$ cat config.mk
export PLATFORM = sky130hd
export DESIGN_NAME = paletted_packed_index_unpacker
export DESIGN_NICKNAME = d
export VERILOG_FILES = /design/src/rtl/ppiu_pkg.sv /design/src/rtl/ppiu_unpack.sv /design/src/rtl/paletted_packed_index_unpacker.sv
export SDC_FILE = /design/constraint.sdc
export NUM_CORES = 2
export LEC_CHECK = 0
export BUFFER_PORTS_ARGS = -buffer_cell sky130_fd_sc_hd__buf_2
export CORE_UTILIZATION = 58
export CTS_CLUSTER_SIZE = 40
export DETAILED_ROUTE_END_ITERATION = 7
export GPL_ROUTABILITY_DRIVEN = 0
export MAX_ROUTING_LAYER = met4
export PLACE_DENSITY = 0.82
export SETUP_SLACK_MARGIN = 0.4
export SLEW_MARGIN = 20
export SYNTH_ARGS = -nofsm -noshare
export SYNTH_HDL_FRONTEND = slang
export SYNTH_SLANG_ARGS = --single-unit
$ cat constraint.sdc
create_clock -name clk -period 8.59 [get_ports clk]
set_input_delay 1.718 -clock clk [delete_from_list [all_inputs] [get_ports clk]]
set_output_delay 1.718 -clock clk [all_outputs]
set_load 0.01 [all_outputs]
$ cat src/rtl/ppiu_pkg.sv
// Shared constants, codes and types for the paletted packed index unpacker.
`default_nettype none

package ppiu_pkg;

    // Section geometry and storage sizes
    localparam int SECTION_DIM    = 16;
    localparam int PALETTE_DEPTH  = 256;
    localparam int MAX_ENTRY_BITS = 16;
    localparam int MIN_ENTRY_BITS = 4;
    localparam int WORD_BITS      = 64;
    localparam int VALUE_SHIFT    = 4;
    localparam int TOTAL_ENTRIES  = SECTION_DIM * SECTION_DIM * SECTION_DIM;

    // Field and counter widths
    localparam int COORD_W     = $clog2(SECTION_DIM);
    localparam int ENTRY_NUM_W = 3 * COORD_W;
    localparam int ENTRY_CNT_W = ENTRY_NUM_W + 1;
    localparam int IDX_W       = MAX_ENTRY_BITS;
    localparam int PAL_AW      = $clog2(PALETTE_DEPTH);
    localparam int PAL_DW      = 16;
    localparam int VALUE_W     = 12;
    localparam int WIDTH_W     = 5;
    localparam int PLEN_W      = 9;
    localparam int CFG_DW      = 9;
    localparam int WPOS_W      = 10;
    localparam int BPOS_W      = $clog2(WORD_BITS);
    localparam int POS_W       = BPOS_W + 1;
    localparam int CARRY_CNT_W = $clog2(MAX_ENTRY_BITS);
    localparam int CARRY_W     = MAX_ENTRY_BITS - 1;
    localparam int IN_DATA_W   = 88;
    localparam int OUT_DATA_W  = 48;

    // Input item kinds
    localparam logic OP_PALETTE_WRITE = 1'b0;
    localparam logic OP_DATA_WORD     = 1'b1;

    // Configuration register indexes
    localparam logic REG_BITS_PER_ENTRY = 1'b0;
    localparam logic REG_PALETTE_LENGTH = 1'b1;

    // One decoded entry leaving the extractor
    typedef struct packed {
        logic [IDX_W-1:0]       idx;
        logic [ENTRY_NUM_W-1:0] entry_num;
        logic [WPOS_W-1:0]      wpos;
        logic [BPOS_W-1:0]      bpos;
        logic                   straddles;
        logic                   done;
        logic                   last;
    } entry_t;

    // Palette write request
    typedef struct packed {
        logic              en;
        logic [PAL_AW-1:0] slot;
        logic [PAL_DW-1:0] data;
    } pal_wr_t;

    // Result word fields, lowest first at the bottom
    typedef struct packed {
        logic [OUT_DATA_W-44:0] pad;
        logic                   section_done;
        logic                   index_error;
        logic                   straddles;
        logic [BPOS_W-1:0]      bit_position;
        logic [WPOS_W-1:0]      word_position;
        logic [COORD_W-1:0]     pos_x;
        logic [COORD_W-1:0]     pos_z;
        logic [COORD_W-1:0]     pos_y;
        logic [VALUE_W-1:0]     block_value;
    } result_t;

endpackage

`default_nettype wire

$ cat src/rtl/ppiu_unpack.sv
// Word register and index extractor with carry, one entry per cycle unless stalled.
`default_nettype none

module ppiu_unpack (
    input  wire logic                           clk,
    input  wire logic                           rst_n,
    input  wire logic                           in_valid,
    output logic                                in_ready,
    input  wire logic                           in_op,
    input  wire logic [ppiu_pkg::PAL_AW-1:0]    in_slot,
    input  wire logic [ppiu_pkg::PAL_DW-1:0]    in_pal_entry,
    input  wire logic [ppiu_pkg::WORD_BITS-1:0] in_word,
    input  wire logic [ppiu_pkg::WIDTH_W-1:0]   bits_per_entry,
    input  wire logic                           advance,
    output logic                                ent_valid,
    output ppiu_pkg::entry_t                    ent,
    output ppiu_pkg::pal_wr_t                   pal_wr
);

    localparam logic [ppiu_pkg::ENTRY_CNT_W-1:0] TOTAL =
        ppiu_pkg::ENTRY_CNT_W'(ppiu_pkg::TOTAL_ENTRIES);
    localparam logic [ppiu_pkg::POS_W-1:0] WORD_END =
        ppiu_pkg::POS_W'(ppiu_pkg::WORD_BITS);

    // Control state
    logic                                busy_reg;
    logic                                start_reg;
    logic [ppiu_pkg::POS_W-1:0]          pos_reg;
    logic [ppiu_pkg::CARRY_W-1:0]        carry_bits_reg;
    logic [ppiu_pkg::CARRY_CNT_W-1:0]    carry_cnt_reg;
    logic [ppiu_pkg::ENTRY_CNT_W-1:0]    entry_cnt_reg;
    logic [ppiu_pkg::WPOS_W-1:0]         word_cnt_reg;

    // Held word
    logic                                op_reg;
    logic [ppiu_pkg::PAL_AW-1:0]         slot_reg;
    logic [ppiu_pkg::PAL_DW-1:0]         pal_entry_reg;
    logic [ppiu_pkg::WORD_BITS-1:0]      word_reg;

    logic [ppiu_pkg::WIDTH_W-1:0]        width;
    logic [ppiu_pkg::IDX_W-1:0]          mask;
    logic                                is_word;
    logic                                sec_full;
    logic                                carry_ok;
    logic                                strad;
    logic [ppiu_pkg::POS_W-1:0]          base_pos;
    logic [ppiu_pkg::WORD_BITS-1:0]      shifted;
    logic [ppiu_pkg::IDX_W-1:0]          strad_idx;
    logic [ppiu_pkg::WIDTH_W-1:0]        need;
    logic [ppiu_pkg::POS_W-1:0]          next_pos;
    logic [ppiu_pkg::POS_W:0]            next_end;
    logic [ppiu_pkg::ENTRY_CNT_W-1:0]    cnt_after;
    logic                                more;
    logic                                step;
    logic                                finish;
    logic                                accept;
    logic [ppiu_pkg::WORD_BITS-1:0]      rest;
    logic [ppiu_pkg::POS_W-1:0]          rest_cnt;
    logic [ppiu_pkg::POS_W-1:0]          strad_bpos;

    // Clamp the entry width to its legal range
    always_comb
    begin
        if (bits_per_entry < ppiu_pkg::WIDTH_W'(ppiu_pkg::MIN_ENTRY_BITS))
        begin
            width = ppiu_pkg::WIDTH_W'(ppiu_pkg::MIN_ENTRY_BITS);
        end
        else if (bits_per_entry > ppiu_pkg::WIDTH_W'(ppiu_pkg::MAX_ENTRY_BITS))
        begin
            width = ppiu_pkg::WIDTH_W'(ppiu_pkg::MAX_ENTRY_BITS);
        end
        else
        begin
            width = bits_per_entry;
        end
    end

    assign mask = ~({ppiu_pkg::IDX_W{1'b1}} << width);

    // Pick the entry to extract this cycle: straddling entry first, then in-word entries
    assign is_word   = busy_reg && (op_reg == ppiu_pkg::OP_DATA_WORD);
    assign sec_full  = (entry_cnt_reg == TOTAL);
    assign carry_ok  = (carry_cnt_reg != '0)
                       && ({1'b0, carry_cnt_reg} < width);
    assign strad     = start_reg && carry_ok;
    assign base_pos  = start_reg ? '0 : pos_reg;
    assign shifted   = word_reg >> base_pos[ppiu_pkg::BPOS_W-1:0];
    assign strad_idx = ({1'b0, carry_bits_reg}
                        | (word_reg[ppiu_pkg::IDX_W-1:0] << carry_cnt_reg)) & mask;
    assign need      = width - {1'b0, carry_cnt_reg};
    assign next_pos  = strad ? ppiu_pkg::POS_W'(need)
                             : base_pos + ppiu_pkg::POS_W'(width);
    assign next_end  = {1'b0, next_pos} + (ppiu_pkg::POS_W+1)'(width);
    assign cnt_after = entry_cnt_reg + 1'b1;
    assign more      = (next_end <= {1'b0, WORD_END}) && (cnt_after != TOTAL);
    assign strad_bpos = WORD_END - ppiu_pkg::POS_W'(carry_cnt_reg);

    // Leftover bits at the top of the word
    assign rest     = word_reg >> next_pos[ppiu_pkg::BPOS_W-1:0];
    assign rest_cnt = WORD_END - next_pos;

    assign ent_valid = is_word && !sec_full;
    assign step      = ent_valid && advance;
    assign finish    = busy_reg && ((op_reg == ppiu_pkg::OP_PALETTE_WRITE)
                                    || (is_word && sec_full)
                                    || (step && !more));
    assign in_ready  = !busy_reg || finish;
    assign accept    = in_valid && in_ready;

    // Entry description
    always_comb
    begin
        ent.idx       = strad ? strad_idx : (shifted[ppiu_pkg::IDX_W-1:0] & mask);
        ent.entry_num = entry_cnt_reg[ppiu_pkg::ENTRY_NUM_W-1:0];
        ent.wpos      = strad ? (word_cnt_reg - 1'b1) : word_cnt_reg;
        ent.bpos      = strad ? strad_bpos[ppiu_pkg::BPOS_W-1:0]
                              : base_pos[ppiu_pkg::BPOS_W-1:0];
        ent.straddles = strad;
        ent.done      = (cnt_after == TOTAL);
        ent.last      = !more;
    end

    // Palette write is driven straight from the word register
    assign pal_wr.en   = busy_reg && (op_reg == ppiu_pkg::OP_PALETTE_WRITE);
    assign pal_wr.slot = slot_reg;
    assign pal_wr.data = pal_entry_reg;

    // Advance control state
    always_ff @(posedge clk or negedge rst_n)
    begin
        if (!rst_n)
        begin
            busy_reg       <= 1'b0;
            start_reg      <= 1'b0;
            pos_reg        <= '0;
            carry_bits_reg <= '0;
            carry_cnt_reg  <= '0;
            entry_cnt_reg  <= '0;
            word_cnt_reg   <= '0;
        end
        else
        begin
            if (step)
            begin
                start_reg     <= 1'b0;
                pos_reg       <= next_pos;
                entry_cnt_reg <= cnt_after;
                if (!more)
                begin
                    word_cnt_reg <= word_cnt_reg + 1'b1;
                    if ((cnt_after != TOTAL) && (next_pos < WORD_END))
                    begin
                        carry_bits_reg <= rest[ppiu_pkg::CARRY_W-1:0];
                        carry_cnt_reg  <= rest_cnt[ppiu_pkg::CARRY_CNT_W-1:0];
                    end
                    else
                    begin
                        carry_bits_reg <= '0;
                        carry_cnt_reg  <= '0;
                    end
                end
            end
            if (accept)
            begin
                busy_reg  <= 1'b1;
                start_reg <= 1'b1;
            end
            else if (finish)
            begin
                busy_reg <= 1'b0;
            end
        end
    end

    // Hold the accepted word
    always_ff @(posedge clk)
    begin
        if (accept)
        begin
            op_reg        <= in_op;
            slot_reg      <= in_slot;
            pal_entry_reg <= in_pal_entry;
            word_reg      <= in_word;
        end
    end

endmodule

`default_nettype wire

$ cat src/rtl/paletted_packed_index_unpacker.sv
// Top level: config registers, palette memory, lookup stage and result register.
// A word's results pass the word register, lookup stage and result register to m_axis.
// Results leave at one per cycle while m_axis_tready allows; a data word holds the
// extractor until each entry it completes (16 at width 4, 4 at width 16) has left it.
// The rate is set by the single entry extractor feeding the one-read palette memory.
// Reset clears counters, carry and result valid, and loads width 4, palette length 0;
// palette contents are undefined until written.
`default_nettype none

module paletted_packed_index_unpacker (
    input  wire logic                             clk,
    input  wire logic                             rst_n,
    // Configuration write channel
    input  wire logic                             cfg_valid,
    output logic                                  cfg_ready,
    input  wire logic                             cfg_index,
    input  wire logic [ppiu_pkg::CFG_DW-1:0]      cfg_data,
    // Input stream
    input  wire logic                             s_axis_tvalid,
    output logic                                  s_axis_tready,
    // palette_slot[7:0], palette_entry[23:8], packed_word[87:24]
    input  wire logic [ppiu_pkg::IN_DATA_W-1:0]   s_axis_tdata,
    // operation[0]
    input  wire logic                             s_axis_tuser,
    // Result stream
    output logic                                  m_axis_tvalid,
    input  wire logic                             m_axis_tready,
    // block_value[11:0], pos_y[15:12], pos_z[19:16], pos_x[23:20],
    // word_position[33:24], bit_position[39:34], straddles[40],
    // index_error[41], section_done[42], zero[47:43]
    output logic [ppiu_pkg::OUT_DATA_W-1:0]       m_axis_tdata,
    output logic                                  m_axis_tlast
);

    localparam int NC = ppiu_pkg::COORD_W;

    logic [ppiu_pkg::WIDTH_W-1:0]  bits_per_entry_reg;
    logic [ppiu_pkg::PLEN_W-1:0]   palette_length_reg;

    logic                          advance;
    logic                          ent_valid;
    ppiu_pkg::entry_t              ent;
    ppiu_pkg::pal_wr_t             pal_wr;

    logic [ppiu_pkg::PAL_DW-1:0]   palette_mem [ppiu_pkg::PALETTE_DEPTH];
    logic [ppiu_pkg::PAL_DW-1:0]   pal_rd_reg;

    logic                          s2_valid_reg;
    ppiu_pkg::entry_t              s2_ent_reg;

    logic                          out_valid_reg;
    ppiu_pkg::result_t             out_data_reg;
    logic                          out_last_reg;
    ppiu_pkg::result_t             out_data_next;

    logic                          in_range;
    logic                          idx_err;

    // Configuration registers, always ready
    assign cfg_ready = 1'b1;

    always_ff @(posedge clk or negedge rst_n)
    begin
        if (!rst_n)
        begin
            bits_per_entry_reg <= ppiu_pkg::WIDTH_W'(ppiu_pkg::MIN_ENTRY_BITS);
            palette_length_reg <= '0;
        end
        else if (cfg_valid && cfg_ready)
        begin
            case (cfg_index)
                ppiu_pkg::REG_BITS_PER_ENTRY:
                    bits_per_entry_reg <= cfg_data[ppiu_pkg::WIDTH_W-1:0];
                ppiu_pkg::REG_PALETTE_LENGTH:
                    palette_length_reg <= cfg_data[ppiu_pkg::PLEN_W-1:0];
                default:
                    palette_length_reg <= palette_length_reg;
            endcase
        end
    end

    // The whole pipeline moves when the result register can take a word
    assign advance = !out_valid_reg || m_axis_tready;

    ppiu_unpack u_unpack (
        .clk            (clk),
        .rst_n          (rst_n),
        .in_valid       (s_axis_tvalid),
        .in_ready       (s_axis_tready),
        .in_op          (s_axis_tuser),
        .in_slot        (s_axis_tdata[7:0]),
        .in_pal_entry   (s_axis_tdata[23:8]),
        .in_word        (s_axis_tdata[87:24]),
        .bits_per_entry (bits_per_entry_reg),
        .advance        (advance),
        .ent_valid      (ent_valid),
        .ent            (ent),
        .pal_wr         (pal_wr)
    );

    // Palette memory: one write port, one registered read port
    always_ff @(posedge clk)
    begin
        if (pal_wr.en)
        begin
            palette_mem[pal_wr.slot] <= pal_wr.data;
        end
        if (ent_valid && advance)
        begin
            pal_rd_reg <= palette_mem[ent.idx[ppiu_pkg::PAL_AW-1:0]];
        end
    end

    // Lookup stage
    always_ff @(posedge clk or negedge rst_n)
    begin
        if (!rst_n)
        begin
            s2_valid_reg <= 1'b0;
        end
        else if (advance)
        begin
            s2_valid_reg <= ent_valid;
        end
    end

    always_ff @(posedge clk)
    begin
        if (advance && ent_valid)
        begin
            s2_ent_reg <= ent;
        end
    end

    // Resolve value and range error
    assign in_range = ({{(ppiu_pkg::IDX_W-ppiu_pkg::PLEN_W){1'b0}}, palette_length_reg}
                       > s2_ent_reg.idx)
                      && (s2_ent_reg.idx[ppiu_pkg::IDX_W-1:ppiu_pkg::PAL_AW] == '0);
    assign idx_err  = (palette_length_reg != '0) && !in_range;

    always_comb
    begin
        out_data_next = '0;
        if (palette_length_reg == '0)
        begin
            out_data_next.block_value = s2_ent_reg.idx[ppiu_pkg::IDX_W-1:ppiu_pkg::VALUE_SHIFT];
        end
        else if (!idx_err)
        begin
            out_data_next.block_value = pal_rd_reg[ppiu_pkg::PAL_DW-1:ppiu_pkg::VALUE_SHIFT];
        end
        out_data_next.pos_y         = s2_ent_reg.entry_num[3*NC-1:2*NC];
        out_data_next.pos_z         = s2_ent_reg.entry_num[2*NC-1:NC];
        out_data_next.pos_x         = s2_ent_reg.entry_num[NC-1:0];
        out_data_next.word_position = s2_ent_reg.wpos;
        out_data_next.bit_position  = s2_ent_reg.bpos;
        out_data_next.straddles     = s2_ent_reg.straddles;
        out_data_next.index_error   = idx_err;
        out_data_next.section_done  = s2_ent_reg.done;
    end

    // Result register
    always_ff @(posedge clk or negedge rst_n)
    begin
        if (!rst_n)
        begin
            out_valid_reg <= 1'b0;
        end
        else if (advance)
        begin
            out_valid_reg <= s2_valid_reg;
        end
    end

    always_ff @(posedge clk)
    begin
        if (advance && s2_valid_reg)
        begin
            out_data_reg <= out_data_next;
            out_last_reg <= s2_ent_reg.last;
        end
    end

    assign m_axis_tvalid = out_valid_reg;
    assign m_axis_tdata  = out_data_reg;
    assign m_axis_tlast  = out_last_reg;

endmodule

`default_nettype wire

# Yosys cells after proc, flatten, opt, wreduce, memory -nomap -nowiden
# Memories as Yosys holds them, arrays and structs flattened. A register that Yosys moved wholly into a read port is not among the register bits.
# Cells that the tools add are included.
word_totals:
  out_inout_bits: 52
  n_memories: 1
  mem_bits_rw: 4096
  wordCells: 111
  latch_bits: 0
  rom_bits: 0
  reg_bits: 247
mem_list:
  columns: ["name", "depth", "word_bits", "rd", "rd_clocked_by_memory_dff", "write_ports", "line", "rtl"]
  rows:
  - ["palette_mem", 256, 16, 1, 1, 1, "paletted_packed_index_unpacker.sv:45", "logic [ppiu_pkg::PAL_DW-1:0] palette_mem [ppiu_pkg::PALETTE_DEPTH];"]
op_classes:
  div_mod_pow: 0
  mux: 17
  n_reduce_logical: 33
  multipliers: 0
  bitwise: 7
  addsub: 8
  eq_ne: 3
  n_lt_le_gt_ge: 6
  shift: 4
op_table:
  columns: ["op", "n"]
  rows:
  - ["$shr A64 B6 Y15", 1]
  - ["$shr A64 B6 Y16", 1]
  - ["$and A16 B16 Y16", 2]
  - ["$eq A13 B13 Y1 const B", 2]
  - ["$mux W12", 2]
  - ["$gt A9 B16 Y1", 1]
  - ["$mux W16", 1]
  - ["$not A16 Y16", 1]
  - ["$or A15 B16 Y16", 1]
  - ["$shl A16 B4 Y16", 1]
  - ["$shl A16 B5 Y16 const A", 1]
  - ["$logic_and A1 B1 Y1", 15]
  - ["$mux W15", 1]
  - ["$mux W7", 2]
  - ["$add A13 B1 Y13 const B", 1]
  - ["$ne A13 B13 Y1 const B", 1]
  - ["$add A10 B1 Y10 const B", 1]
  - ["$mux W10", 1]
  - ["$mux W5", 2]
  - ["$sub A10 B1 Y10 const B", 1]
  - ["$logic_not A9 Y1", 1]
  - ["$reduce_bool A9 Y1", 1]
  - ["$add A7 B5 Y8", 1]
  - ["$le A8 B7 Y1 const B", 1]
  - ["other kinds (18)", 35]

# Longest topological paths before layout
logic_depth:
  ltp_word: 17
  depth_mapped: 29
  mapped_depth_nobuf: 25

# By module
# A second synthesis with hierarchy kept.
unflattened:
  cells_unflattened: 6746
  hier_area_um2: 133752.0
modules_own_cells:
  columns: ["module", "n_inst", "seq_area_each_um2", "cells_per_inst", "area_each_um2"]
  rows:
  - ["paletted_packed_index_unpacker", 1, 95743.1, 5478, 121933.2]
  - ["ppiu_unpack", 1, 3948.8, 1268, 11818.8]

# Worst setup path after synthesis
# Ideal clock, no wire load.
synth_timing:
  path_kind: "reg-to-reg"
  from: "register u_unpack.start_reg"
  to: "register u_unpack.op_reg (enable)"
  path_stages_with_launch: 27
  arrival_time_ps: 7295
  t_required_ps: 8136
  path_buffers: 6
  setup_slack_ps: 841
  path_cell_list: "dfrtp_1 -> nand2b_1 -> buf_6 -> inv_4 -> buf_4 -> buf_2 -> buf_2 -> ha_1 -> inv_1 -> fa_1 -> nor2b_1 -> o21ai_0 -> o21ai_1 -> inv_1 -> clkbuf_1 -> clkbuf_1 -> ha_1 -> nor2b_1 -> o21a_1 -> o21ai_0 -> a211oi_1 -> and2_1 -> o21ai_0 -> a31o_2 -> nand2_1 -> nand2_1 -> and2_1"
synth_rtl:
  columns: ["element", "line", "rtl"]
  rows:
  - ["start, declared", "ppiu_unpack.sv:27", "logic start_reg;"]
  - ["start signal, assigned", "ppiu_unpack.sv:134", "start_reg <= 1'b0;"]
  - ["start signal, assigned", "ppiu_unpack.sv:145", "start_reg <= 1'b0;"]
  - ["start signal, assigned", "ppiu_unpack.sv:166", "start_reg <= 1'b1;"]
  - ["end signal, assigned", "ppiu_unpack.sv:180", "op_reg <= in_op;"]
  - ["end, declared", "ppiu_unpack.sv:35", "logic op_reg;"]

==> results.yml <==
global_route:
  grt_max_degree: 235
  antenna_found_initial: 10
  grt.overflow.total: 0
  grt_pass1_vias: 78535
  grt_first_pass_wirelength_mm: 514
  track_usage_pct: 30.3
placed_design:
  placed_area_um2: 141000
  preCtsSetupSlack_ns: 1.21
  dpl.cell_count: 11200
  dpl.hpwl_mm: 209
  io_buffers: 145
job:
  drv_cap: 0
power_and_ir_drop:
  power.density_nw_per_um2: 387
  total_power_mw: 58.9
  peakVddDrop_v: 0.000657
  power_leakage_nw: 52.7
die:
  dieHeight_um: 487
  io_pins: 156
  initial_utilization_pct: 58.6
  core-area_um2: 233000
  row_count: 177
  dieArea_um2: 237000
  die_w_um: 487
sta:
  worst_slew_pin_slew_ns: 1.27
  fmax_ghz: 0.127
  fin_hold_ws_ns: 0.392
  slew_headroom_pct: 15.1
  hold_viol: 0
  setup_violations: 0
  drv_slew: 0
  finalCriticalPeriod_ns: 7.87
  clock_skew_ns: 0.0781
  rsz0062_at_grt: "no"
  fin_ws_ns: 0.719
  tns_ns: 0
  min_period_over_period_pct: 91.6
min_path:
  min_path_cells: 0
  holdCritPathClass: "flip-flop to flip-flop"
clocking:
  cts_tree: "done"
  htree_levels: 5
  clock-sinks: 3327
  clkTransAtPathRegs_ns: 0.06
  ctsRootBufferMaster: "clkbuf_16"
  clock_latency_ns: 0.95
  clk_path_buf_depth: 4
  holdBufCountCts: 0
  numCtsBuffers: 333
cells_and_area:
  syn_to_final_growth_pct: 11.2
  fin_util_pct: 65.1
  finalNetCount: 8544
  largest_register_ffs: 3072
  drive_gt1_share_pct: 14.3
  stdcell_count: 11790
  final_cell_area_um2: 152000
routing:
  avgViaCountPerCell: 6.88
  dr.pass1.iters: 8
  first_iter_violations: 11353
  drc: 10
  ant_nets: 0
  totalWireLength_mm: 358
  wire_per_inst_um: 30.3
  vias: 81096
critical_path:
  crit_fanout: 25
  rr_startpoint: "u_unpack.carry_cnt_reg[3]"
  worstSetupEndpointType: "output port"
  worstPathArrival_ns: 6.15
  rrSetupSlack_ns: 1.14
  reg2reg_depth: 17
  required_ns: 6.87
  worstReg2RegEnd: "pal_rd_reg[4]"
  worstSetupEndpoint: "s_axis_tready"
  crit_path_start: "u_unpack.carry_cnt_reg[3]"
  startpoint_type: "flip-flop"
  critPathKind: "flip-flop to output port"
synthesis:
  syn_inst: 8199
  synth.top_cell.area_share_pct: 71.7
  ys.flop_type: "edfxtp_1"
  async_flop_share_pct: 2.01
  yosysMostFrequentCell: "edfxtp_1"
  synth_common_cells: "3260 x edfxtp_1, 1647 x mux2i_1, 725 x o22ai_1"
  ys_top_cells_by_area: "edfxtp_1 72%, mux2i_1 12%, o22ai_1 3.3%, dfrtp_1 1.2%, o41ai_1 0.94%"
  synth_edf_count: 3260
  syn_area_um2: 137000
  ys_types: 100
  yosysSeqAreaShare_pct: 72.9
  synth.avg_cell_area_um2: 16.7
  ys_ff_latch: 3327
  ys_warn_count: 0
  synth_top_cell_by_area: "edfxtp_1"
status:
  outcome: "finished with violations"
  violations: "design-rule violations"
per-layer routing:
layer	global-route usage (%)	wire length [um]
met5	-	0
met4	15.5	20900
met3	5.47	41000
met2	47.2	170000
met1	38.3	126000
repair_timing:
item / in CTS / in global routing
resized for setup: 2 / 6
setup endpoints to repair: 1 / 1
buffers inserted: 0 / 2
pin swaps: 0 / 1
final cells by class:
| type | instances | area (um2) |
|---|---|---|
| flip-flops and latches | 3327 | 99600 |
| fillers | 14641 | 81300 |
| multi-input cells | 4228 | 34200 |
| clock buffers | 405 | 8690 |
| well taps | 3132 | 3920 |
| repair buffers | 441 | 3530 |
| clock inverters | 172 | 1720 |
| inverters | 77 | 299 |
| diodes | 8 | 20.0 |
layout by cell type, fill, tap and decap left out, types with 82 or more instances in the layout:
master	synthesis	layout
edfxtp_1	3260	3260
o41ai_1	146	146
a211oi_1	99	99
buf_2	185	145
mux2i_1	1647	1647
nand2_1	216	214
clkbuf_16	0	337
mux2_2	82	82
o22ai_1	725	725
o21ai_0	139	137
nand3_1	127	125
buf_4	74	246
nor2_2	1	156
nor2_1	325	168
where the power goes:
group	switching, mW	internal (mW)	total (mW)	leakage (nW)
combinational	16.7	9.58	26.3	17.3
clock	5.97	8.20	14.2	5.10
sequential	0.262	18.2	18.4	30.2
critical path, stage by stage (launching register included):
cell and delay [ns]:
dfrtp_1 0.69, inv_1 0.26, ha_1 0.42, or2_1 0.25, a21oi_1 0.25, a311oi_2 0.09
nand2_2 0.20, buf_6 0.22, o21ai_0 0.10, o21ai_1 0.11, buf_6 0.23, clkinv_1 0.15
ha_1 0.34, or3_1 0.36, a211oi_1 0.30, inv_1 0.06, o21ai_0 0.18, nand2_1 0.08
a31o_2 0.27, nand2_1 0.09, buf_6 0.25, nand2_1 0.13, buf_2 0.17
worst min-delay path by stage:
stage	to	slack (ns)	start
after floorplan	m_axis_tdata[12]	0.40	out_data_next[12]
after global placement	m_axis_tdata[29]	0.40	out_data_next[29]
after detailed placement	m_axis_tdata[19]	0.40	out_data_next[19]
after CTS	m_axis_tdata[13]	0.39	out_data_next[13]
after global routing	m_axis_tdata[32]	0.42	out_data_next[32]
final	m_axis_tdata[13]	0.39	out_data_next[13]
cells by family (layout without fill, tap and decap cells):
logic type | Yosys count | in the layout | synth area share (%)
compound gates | 1453 | 1453 | 7.18
xor+xnor | 44 | 44 | 0.282
fa+ha+maj | 32 | 32 | 0.310
buf+inv | 648 | 1095 | 2.46
flops | 3327 | 3327 | 72.9
mux | 1784 | 1784 | 13.6
other cells | 2 | 14 | 0.00550
simple gates | 909 | 909 | 3.18
Note: power is estimated with default switching activity, not from simulation.
